**src/rtl/gdnc_pkg.sv**
```systemverilog
`timescale 1ns / 1ps
`default_nettype none

package gdnc_pkg;

  // pipeline depth, one register per stage
  localparam int NSTG = 8;

  // days in the Gregorian cycles
  localparam int DAYS_400Y = 146097;
  localparam int DAYS_100Y = 36524;
  localparam int DAYS_4Y   = 1461;
  localparam int DAYS_1Y   = 365;

  // last valid day: 31 December 9999
  localparam logic [21:0] COUNT_MAX = 22'd3652058;

  // year bias for encode: 400 years keep every floor division non-negative
  localparam logic [14:0] EYEAR_BIAS = 15'd399;

  // reciprocal constants for exact constant division, rounded up
  localparam int SH400  = 41;
  localparam int SH1461 = 32;
  localparam int SH25   = 20;
  localparam logic [23:0] M400 =
    24'(((64'd1 << SH400) + 64'(DAYS_400Y) - 64'd1) / 64'(DAYS_400Y));
  localparam logic [21:0] M1461 =
    22'(((64'd1 << SH1461) + 64'(DAYS_4Y) - 64'd1) / 64'(DAYS_4Y));
  localparam logic [15:0] M25 =
    16'(((64'd1 << SH25) + 64'd24) / 64'd25);

  // day-of-year offset before each month, two's complement, index 0 and 13..15 odd
  localparam logic [9:0] MONTH_OFFSET [16] = '{
    10'h3ff, 10'h3ff, 10'd30, 10'd58, 10'd89, 10'd119, 10'd150, 10'd180,
    10'd211, 10'd242, 10'd272, 10'd303, 10'd333, 10'd0, 10'd0, 10'd0
  };

  // one word in flight, decode and encode fields side by side
  typedef struct packed {
    logic        kind;
    logic [21:0] dcnt;
    logic        rerr;
    logic [4:0]  q400;
    logic [1:0]  cent;
    logic [17:0] rem;
    logic [4:0]  q4;
    logic [1:0]  y1;
    logic        leap;
    logic        feb60;
    logic [8:0]  doy;
    logic [13:0] year;
    logic [8:0]  wsum;
    logic [2:0]  wday;
    logic [3:0]  month;
    logic [4:0]  day;
    logic [14:0] ey;
    logic [7:0]  eq100;
    logic        einc;
    logic [9:0]  eoff;
    logic [12:0] part;
    logic [22:0] p365;
    logic [3:0]  emon;
    logic [4:0]  eday;
    logic [22:0] ecnt;
    logic [21:0] ecount;
    logic [2:0]  ewday;
  } pipe_t;

  // x mod 7 by folding octal digits (8 is 1 mod 7)
  function automatic logic [2:0] mod7(input logic [23:0] x);
    logic [5:0] s1;
    logic [3:0] s2;
    logic [3:0] s3;
    s1 = '0;
    for (int i = 0; i < 8; i++) begin
      s1 = s1 + 6'(x[3*i +: 3]);
    end
    s2 = 4'(s1[5:3]) + 4'(s1[2:0]);
    s3 = 4'(s2[3]) + 4'(s2[2:0]);
    return (s3 >= 4'd7) ? 3'd0 : s3[2:0];
  endfunction

endpackage

`default_nettype wire

```
**src/rtl/gregorian_day_number_codec.sv**
```systemverilog
`timescale 1ns / 1ps
`default_nettype none

// Proleptic Gregorian day-number codec. Day 0 is Monday 1 January of year 1.
// tuser on the input picks the operation: 0 decodes the day count into year,
// month, day and weekday (the count is echoed), 1 encodes year, month and day
// into a count (year, month and day out read 0). Month and day are not
// checked on encode; a decoded count past 31 December 9999 raises the range
// error flag in the output tuser and still gives the extrapolated date.
// Weekday is 0 for Sunday through 6 for Saturday. The block takes one word
// per clock and passes each through its eight-stage pipeline (reciprocal
// multipliers for the 400-year and 4-year splits, then compare-and-subtract
// stages). Backpressure collapses bubbles stage by stage, so input keeps
// flowing while a result waits until all eight stages hold a word; after that
// input stalls with the output.
module gregorian_day_number_codec
  import gdnc_pkg::*;
(
  input  wire logic        clk_i,
  input  wire logic        rst_ni,
  input  wire logic        s_axis_tvalid,
  output logic             s_axis_tready,
  // day_count_in[21:0], year_in[35:22], month_in[39:36], day_in[44:40], zero
  input  wire logic [47:0] s_axis_tdata,
  // kind: 0 decode, 1 encode
  input  wire logic        s_axis_tuser,
  output logic             m_axis_tvalid,
  input  wire logic        m_axis_tready,
  // day_count_out[21:0], year_out[35:22], month_out[39:36], day_out[44:40],
  // weekday[47:45]
  output logic [47:0]      m_axis_tdata,
  // range_error
  output logic             m_axis_tuser
);

  pipe_t            st_q [NSTG];
  pipe_t            st_d [NSTG];
  logic [NSTG-1:0]  vld_q;
  logic [NSTG-1:0]  rdy;

  logic [14:0] in_ey;
  logic [45:0] prod400;
  logic [28:0] prod25;
  logic [6:0]  s1_r100y;
  logic        s1_eleap;
  logic [37:0] prod1461;
  logic [8:0]  s7_feb_end;
  logic [3:0]  s7_mon;

  // per-stage ready, a stage moves when empty or when the next one moves
  always_comb begin
    rdy[NSTG-1] = !vld_q[NSTG-1] || m_axis_tready;
    for (int i = NSTG - 2; i >= 0; i--) begin
      rdy[i] = !vld_q[i] || rdy[i+1];
    end
  end

  assign s_axis_tready = rdy[0];

  // valid bits
  always_ff @(posedge clk_i or negedge rst_ni) begin
    if (!rst_ni) begin
      vld_q <= '0;
    end else begin
      if (rdy[0]) begin
        vld_q[0] <= s_axis_tvalid;
      end
      for (int i = 1; i < NSTG; i++) begin
        if (rdy[i]) begin
          vld_q[i] <= vld_q[i-1];
        end
      end
    end
  end

  // payload registers
  always_ff @(posedge clk_i) begin
    for (int i = 0; i < NSTG; i++) begin
      if (rdy[i]) begin
        st_q[i] <= st_d[i];
      end
    end
  end

  // stage 0: capture word, 400-year quotient, encode year over 100
  assign in_ey   = 15'(s_axis_tdata[35:22]) + EYEAR_BIAS;
  assign prod400 = 46'(s_axis_tdata[21:0]) * 46'(M400);
  assign prod25  = 29'(in_ey[14:2]) * 29'(M25);

  always_comb begin
    st_d[0]       = '0;
    st_d[0].kind  = s_axis_tuser;
    st_d[0].dcnt  = s_axis_tdata[21:0];
    st_d[0].q400  = 5'(prod400 >> SH400);
    st_d[0].ey    = in_ey;
    st_d[0].eq100 = 8'(prod25 >> SH25);
    st_d[0].emon  = s_axis_tdata[39:36];
    st_d[0].eday  = s_axis_tdata[44:40];
  end

  // stage 1: remainder in the 400-year cycle, range check, leap test and terms for encode
  assign s1_r100y = 7'(st_q[0].ey - 15'(st_q[0].eq100) * 15'd100);
  assign s1_eleap = (st_q[0].ey[1:0] == 2'd3) &&
                    ((s1_r100y != 7'd99) || (st_q[0].eq100[1:0] == 2'd3));

  always_comb begin
    st_d[1]      = st_q[0];
    st_d[1].rem  = 18'(st_q[0].dcnt - 22'(st_q[0].q400) * 22'(DAYS_400Y));
    st_d[1].rerr = (st_q[0].dcnt > COUNT_MAX);
    st_d[1].einc = s1_eleap && (st_q[0].emon > 4'd2);
    st_d[1].eoff = MONTH_OFFSET[st_q[0].emon];
    st_d[1].part = 13'(st_q[0].ey[14:2]) - 13'(st_q[0].eq100) + 13'(st_q[0].eq100[7:2]);
    st_d[1].p365 = 23'(st_q[0].ey) * 23'(DAYS_1Y);
  end

  // stage 2: century blocks, encode sum
  always_comb begin
    st_d[2] = st_q[1];
    if (st_q[1].rem >= 18'(3 * DAYS_100Y)) begin
      st_d[2].cent = 2'd3;
    end else if (st_q[1].rem >= 18'(2 * DAYS_100Y)) begin
      st_d[2].cent = 2'd2;
    end else if (st_q[1].rem >= 18'(DAYS_100Y)) begin
      st_d[2].cent = 2'd1;
    end else begin
      st_d[2].cent = 2'd0;
    end
    st_d[2].rem  = 18'(st_q[1].rem - 18'(st_d[2].cent) * 18'(DAYS_100Y));
    st_d[2].ecnt = st_q[1].p365 + 23'(st_q[1].part) + {{13{st_q[1].eoff[9]}}, st_q[1].eoff}
                 + 23'(st_q[1].eday) + 23'(st_q[1].einc);
  end

  // stage 3: 4-year quotient, encode count and weekday
  assign prod1461 = 38'(st_q[2].rem[15:0]) * 38'(M1461);

  always_comb begin
    st_d[3]        = st_q[2];
    st_d[3].q4     = 5'(prod1461 >> SH1461);
    st_d[3].ecount = 22'(st_q[2].ecnt - 23'(DAYS_400Y));
    st_d[3].ewday  = mod7(24'(st_q[2].ecnt) + 24'd1);
  end

  // stage 4: remainder in the 4-year block
  always_comb begin
    st_d[4]     = st_q[3];
    st_d[4].rem = 18'(st_q[3].rem - 18'(st_q[3].q4) * 18'(DAYS_4Y));
  end

  // stage 5: single years, year number, leap flag, weekday residue sum
  always_comb begin
    st_d[5] = st_q[4];
    if (st_q[4].rem >= 18'(3 * DAYS_1Y)) begin
      st_d[5].y1 = 2'd3;
    end else if (st_q[4].rem >= 18'(2 * DAYS_1Y)) begin
      st_d[5].y1 = 2'd2;
    end else if (st_q[4].rem >= 18'(DAYS_1Y)) begin
      st_d[5].y1 = 2'd1;
    end else begin
      st_d[5].y1 = 2'd0;
    end
    st_d[5].doy  = 9'(st_q[4].rem - 18'(st_d[5].y1) * 18'(DAYS_1Y));
    st_d[5].year = 14'd1 + 14'(st_q[4].q400) * 14'd400 + 14'(st_q[4].cent) * 14'd100
                 + 14'(st_q[4].q4) * 14'd4 + 14'(st_d[5].y1);
    st_d[5].leap = (st_d[5].y1 == 2'd3) &&
                   ((st_q[4].q4 != 5'd24) || (st_q[4].cent == 2'd3));
    // 36524 and 1461 are 5 mod 7, 365 is 1 mod 7, 146097 is 0 mod 7
    st_d[5].wsum = 9'(st_q[4].cent) * 9'd5 + 9'(st_q[4].q4) * 9'd5 + 9'(st_d[5].y1)
                 + st_d[5].doy + 9'd1;
  end

  // stage 6: leap day correction, decode weekday
  always_comb begin
    st_d[6]       = st_q[5];
    st_d[6].feb60 = st_q[5].leap && (st_q[5].doy < 9'd60);
    if (st_q[5].leap && (st_q[5].doy >= 9'd60)) begin
      st_d[6].doy = st_q[5].doy - 9'd1;
    end
    st_d[6].wday = mod7(24'(st_q[5].wsum));
  end

  // stage 7: month and day, result select
  assign s7_feb_end = st_q[6].feb60 ? 9'd60 : 9'd59;

  always_comb begin
    if (st_q[6].doy < 9'd31) begin
      s7_mon = 4'd1;
    end else if (st_q[6].doy < s7_feb_end) begin
      s7_mon = 4'd2;
    end else if (st_q[6].doy < 9'd90) begin
      s7_mon = 4'd3;
    end else if (st_q[6].doy < 9'd120) begin
      s7_mon = 4'd4;
    end else if (st_q[6].doy < 9'd151) begin
      s7_mon = 4'd5;
    end else if (st_q[6].doy < 9'd181) begin
      s7_mon = 4'd6;
    end else if (st_q[6].doy < 9'd212) begin
      s7_mon = 4'd7;
    end else if (st_q[6].doy < 9'd243) begin
      s7_mon = 4'd8;
    end else if (st_q[6].doy < 9'd273) begin
      s7_mon = 4'd9;
    end else if (st_q[6].doy < 9'd304) begin
      s7_mon = 4'd10;
    end else if (st_q[6].doy < 9'd334) begin
      s7_mon = 4'd11;
    end else begin
      s7_mon = 4'd12;
    end
  end

  always_comb begin
    st_d[7]       = st_q[6];
    st_d[7].month = s7_mon;
    st_d[7].day   = 5'(10'(st_q[6].doy) - MONTH_OFFSET[s7_mon]);
    if (st_q[6].kind) begin
      st_d[7].dcnt  = st_q[6].ecount;
      st_d[7].year  = '0;
      st_d[7].month = '0;
      st_d[7].day   = '0;
      st_d[7].wday  = st_q[6].ewday;
      st_d[7].rerr  = 1'b0;
    end
  end

  // output word
  assign m_axis_tvalid = vld_q[NSTG-1];
  assign m_axis_tdata  = {st_q[NSTG-1].wday, st_q[NSTG-1].day, st_q[NSTG-1].month,
                          st_q[NSTG-1].year, st_q[NSTG-1].dcnt};
  assign m_axis_tuser  = st_q[NSTG-1].rerr;

  // decoded dates are well formed
  assert property (@(posedge clk_i) disable iff (!rst_ni)
    (m_axis_tvalid && !st_q[NSTG-1].kind) |->
      (st_q[NSTG-1].month >= 4'd1) && (st_q[NSTG-1].month <= 4'd12) &&
      (st_q[NSTG-1].day >= 5'd1) && (st_q[NSTG-1].wday <= 3'd6))
    else $error("decoded date out of range");

  // range error only on decode and only past year 9999
  assert property (@(posedge clk_i) disable iff (!rst_ni)
    (m_axis_tvalid && m_axis_tuser) |->
      (!st_q[NSTG-1].kind && (st_q[NSTG-1].year > 14'd9999)))
    else $error("range error flag inconsistent with result");

  // an empty pipeline always takes a word
  assert property (@(posedge clk_i) disable iff (!rst_ni)
    (vld_q == '0) |-> s_axis_tready)
    else $error("empty pipeline refuses input");

endmodule

`default_nettype wire

```
**config.mk**
```make
export PLATFORM = sky130hd
export DESIGN_NAME = gregorian_day_number_codec
export DESIGN_NICKNAME = d
export VERILOG_FILES = /design/src/rtl/gdnc_pkg.sv /design/src/rtl/gregorian_day_number_codec.sv
export SDC_FILE = /design/constraint.sdc
export NUM_CORES = 2
export LEC_CHECK = 0
export BUFFER_PORTS_ARGS = -buffer_cell sky130_fd_sc_hd__buf_2
export CAP_MARGIN = 15
export CORE_AREA = 2 2 351 353
export DETAILED_ROUTE_END_ITERATION = 7
export DIE_AREA = 0 0 353 355
export PLACE_DENSITY = 0.52
export SKIP_LAST_GASP = 1
export SYNTH_ARGS = -nofsm -noshare
export SYNTH_HDL_FRONTEND = slang
export SYNTH_SLANG_ARGS = --single-unit
export TNS_END_PERCENT = 50
```
**constraint.sdc**
```tcl
create_clock -name clk_i -period 7.8 [get_ports clk_i]
set_clock_uncertainty 0.05 [all_clocks]
set_input_delay 1.17 -clock clk_i [delete_from_list [all_inputs] [get_ports clk_i]]
set_output_delay 1.17 -clock clk_i [all_outputs]
set_load 0.05 [all_outputs]
```
* Word level (Yosys, flattened, before mapping)
Memory sizes are Yosys's and may differ from the RTL's. Index checks and enable logic that the tools add are counted.
Storage, ports and cells: output and inout port bits 51, word-level logic and storage cells 161, memories kept 3, memory bits (read-only) 320, bits of input ports 53, RAM bits 1832, register bits 8
Memories:
- st_q | words 8, width 229, read ports 8, clocked after memory_dff 0, write ports 8, line gregorian_day_number_codec.sv:36 | pipe_t st_q [NSTG];
- (no name shown) | words 16, width 10, read ports 1, clocked after memory_dff 0, write ports 0, line gregorian_day_number_codec.sv:215 | st_d[7].day = 5'(10'(st_q[6].doy) - MONTH_OFFSET[s7_mon]);
- (no name shown) | words 16, width 10, read ports 1, clocked after memory_dff 0, write ports 0, line gregorian_day_number_codec.sv:111 | st_d[1].eoff = MONTH_OFFSET[st_q[0].emon];
Operators by class: equality and inequality tests 6, $add $sub $neg 37, $lt $le $gt $ge 25, bitwise gates (word level) 2, reduce and logical (&&, ||, !) cells 23, multiplexer cells 44, multipliers 13
Operator list (number):
- multiplier 22 x 24 -> 46 bit, second input constant | 1
- multiplier 16 x 22 -> 37 bit, second input constant | 1
- greater-or-equal comparator 18 x 17 -> 1 bit, second input constant | 2
- less-than comparator 9 x 8 -> 1 bit, second input constant | 4
- subtractor 18 bit | 2
- two-way mux 4 bit | 7
- less-than comparator 9 bit, second input constant | 3
- multiplier 13 x 13 -> 25 bit, second input constant | 1
- adder 23 x 1 -> 24 bit, second input constant | 1
- adder 6 x 3 -> 6 bit | 4
- adder 23 x 1 -> 23 bit | 1
- adder 23 x 13 -> 23 bit | 1
- adder 23 bit | 1
- adder 23 x 5 -> 23 bit | 1
- multiplier 15 x 9 -> 23 bit, second input constant | 1
- two-way mux 23 bit | 1
- greater-than comparator 22 bit, second input constant | 1
- subtractor 22 x 18 -> 22 bit, second input constant | 1
- two-way mux 3 bit | 7
- two-way mux 10 bit | 2
- greater-or-equal comparator 18 x 10 -> 1 bit, second input constant | 1
- greater-or-equal comparator 18 x 11 -> 1 bit, second input constant | 1
- greater-or-equal comparator 18 x 16 -> 1 bit, second input constant | 1
- greater-or-equal comparator 18 x 9 -> 1 bit, second input constant | 1
- other kinds (51) | 103

* Depth between registers and ports, before layout
An unclocked memory read counts as a cell.
word-level depth 19, mapped depth 26, gate-level depth less buffers 26

* Worst setup path after synthesis
No wires, ideal clock.
path kind input-to-reg, start in s_axis_tdata[24], end mem st_q[0][111] (netlist name) (data pin), path buffers 0, arrival 7.307 ns, stages 22, data required time 7.490 ns, setup time 0.260 ns, setup slack 0.183 ns, path through o41ai_1 nor2_1 or3_1 and2_1 nand2_1 xor2_1 inv_1 ha_1 fa_1 fa_1 inv_1 fa_1 inv_1 fa_1 ha_1 or4_1 a211o_1 o311ai_0 a311oi_1 a21oi_1 o21bai_1 xnor2_1
RTL lines:
- start: declaration | line gregorian_day_number_codec.sv:24 | input wire logic [47:0] s_axis_tdata,
- end: declaration | line gregorian_day_number_codec.sv:36

==> results.json <==
{
  "port_buffers": 100,
  "fin_cells": 5880,
  "hold_viol": 0,
  "die_x_um": 353,
  "crit_chain": "buf_2, o41ai_1, nor2_1, or3_1, and2_1, nand2_1, xor2_1, inv_1, ha_1, fa_1, fa_1, inv_1, fa_1, inv_1, fa_1, ha_1, or4_1, a211o_1, o311ai_0, buf_4, a311oi_1, a21oi_1, o21bai_1, xnor2_1",
  "routed_wl_um": 97330,
  "crit_arrival_ns": 7.52,
  "syn_inst": 4053,
  "status": "completed",
  "ctsHoldBuffers": 0,
  "yosysSeqAreaShare": 0.3658,
  "synth_compound_area_frac": 0.05726,
  "synth_ff_type": "edfxtp_1",
  "hold_ws_ns": 0.3188,
  "met3_length_um": 2780,
  "highest_layer": "met4",
  "drt_first_iter_violations": 1250,
  "grt.overflow.total": 0,
  "cts.sinks": 604,
  "clkTransAtPathRegs_ns": 0.06,
  "synth_top_family_by_area": "adder cells",
  "cpPeakStageDelay_ns": 0.53,
  "routabilityCongestion": 0.8657,
  "clk_latency_ns": 0.63,
  "wl_met1_um": 46040,
  "ys_types": 73,
  "synthMuxAreaShare": 0.006779,
  "max-cap-violations": 0,
  "ios": 104,
  "grt.total_usage": 0.1622,
  "vias": 27880,
  "cts_tree": "built",
  "grt_pass1_vias": 29490,
  "grt_max_degree": 84,
  "worst_slew_pin_slew_ns": 1.072,
  "grt_setup_unrepaired": "false",
  "antenna_found_initial": 0,
  "core.rowCount": 128,
  "core_region_area_sq_um": 121400,
  "r2r-start": "st_q[0][487]$_DFFE_PP_",
  "required_ns": 8.13,
  "fin_crit_ns": 7.196,
  "grt_pass1_wl_um": 160100,
  "firstDrtPassIters": 5,
  "synth-simple-area-share": 0.04748,
  "fmaxAchievable_mhz": 139.0,
  "wl_per_cell_um": 16.55,
  "antenna_left": 0,
  "synthXorXnorAreaFrac": 0.04189,
  "critPathLaunchType": "input pin",
  "die_area_sq_um": 125300,
  "cts_htree_levels": 3,
  "hp-class": "input pin to asynchronous set/reset pin",
  "clk_path_buf_depth": 3,
  "syn_to_final_growth_pct": 9.827,
  "crit_fanout": 3,
  "nets": 5528,
  "syn_area_sq_um": 49470,
  "slew_violations": 0,
  "clock-root-buffer": "clkbuf_16",
  "synth_enable_flop_cells": 596,
  "die_y_um": 355,
  "yosysWarnings": 0,
  "avgSynthCellArea_sq_um": 12.21,
  "postLayoutCellArea_sq_um": 54330,
  "slowest_stage": "or4_1",
  "fin_crit_sh": 0.9225,
  "numCtsBuffers": 68,
  "drc": 0,
  "dp_hpwl_um": 80090,
  "dpl_cell_area_sq_um": 51990,
  "relSlewSlack": 0.2856,
  "synth_seq_cells": 604,
  "cts_resized": 0,
  "critPathCaptureType": "flip-flop",
  "viasPerCell": 4.742,
  "path_class": "input pin to flip-flop",
  "async_flop_share": 0.01325,
  "setup_viol": 0,
  "postCtsSetupBuffers": 0,
  "cp_common_cell": "fa_1",
  "synth_fp_nets": 5378,
  "critPathLaunch": "s_axis_tdata[24]",
  "dp_cells": 5757,
  "wl_met2_um": 46580,
  "drive_above_1_share": 0.07452,
  "tns_ns": 0,
  "start_util": 0.4075,
  "synthAdderAreaFrac": 0.4006
}
## layout make-up
cell class | instances | area (sq um)
Fill cell | 11350 | 67070
Multi-Input combinational cell | 2444 | 27460
Sequential cell | 604 | 18100
Inverter | 933 | 3505
Tap cell | 1625 | 2033
Clock buffer | 76 | 1732
Timing Repair Buffer | 152 | 915.9
Clock inverter | 45 | 588.1
Antenna cell | 1 | 2.502
## kinds of logic after synthesis
group                    Yosys count
flip-flops                       604
AND/OR/NAND/NOR                  471
XOR/XNOR                         235
multiplexers                      30
AO/OA/AOI/OAI                    436
buffers and inverters           1005
adder cells (fa/ha/maj)         1272
## synth_stat cells, drive strengths merged, types with 28 or more instances
cell type  count  area, sq um
a21o          46        345.3
a21oi        148        752.0
inv          933         3502
fa           520        10410
mux2          28        315.3
xor2          60        525.5
nand3         46        230.2
ha           752         9409
nand2        109        409.1
nor2b         42        265.3
edfxtp       596        17900
nor3          41        205.2
o21ai         69        345.3
xnor2        174         1524
buf           56        400.4
nor2         112        420.4
## through the flow
stage | util | setup WS [ns]
detailed placement | 0.4282 | -0.07563
global placement | 0.4282 | -0.07495
finish | 0.4475 | 0.6041
global route | 0.4475 | 0.1111
CTS | 0.4473 | 0.5739
floorplan | - | 0.1832
## state kept, by name, summed over array words and instances (netlist names)
| name | cells |
|---|---|
| st_q | 596 |
| vld_q | 8 |
## cells in the final DEF (no fill, tap or decap), types with 24 or more instances in the layout
cell / n
ha_1: 752
nand3_1: 44
fa_1: 520
a21oi_1: 147
nand2_1: 106
nor3_1: 41
nand2b_1: 24
xor2_1: 60
inv_1: 930
edfxtp_1: 596
clkbuf_16: 68
xnor2_1: 174
mux2_2: 28
buf_2: 100
buf_4: 50
a21o_1: 46
o21ai_0: 69
nor2_1: 112
nor2b_1: 41
## critical path: cells and delay by family
family,cells,cell delay (ns)
adders and majority gates,6,2.56
AOI/OAI and AO/OA,6,1.63
and+or+nand+nor,5,1.27
buffers and inverters,5,0.55
xor gates and xnor gates,2,0.32
## per-layer routing
layer,track usage,vias to the layer above
li1,-,13780
met1,0.2248,13640
met2,0.2751,360
met3,0.01733,104
met4,0.03651,0
met5,0,-
## final timing paths
path                                                    to  cells past startpoint  slack [ns]
worst max-delay path                st_q[0][111]$_DFFE_PP_                     24        0.60
worst min-delay path                  vld_q[2]$_DFFE_PN0P_                      1        0.32
worst max register to register  st_q[0][689]$_SDFFCE_PP0P_                     25        1.23
worst min register to register      st_q[0][901]$_DFFE_PP_                      0        0.34
max in group asynchronous             vld_q[6]$_DFFE_PN0P_                      1        7.21
min in group clk_i                  st_q[0][901]$_DFFE_PP_                      0        0.34
Power is left out: the tool's default activity adds up to more than one toggle a clock period on the data nets, which glitch-free logic cannot reach.
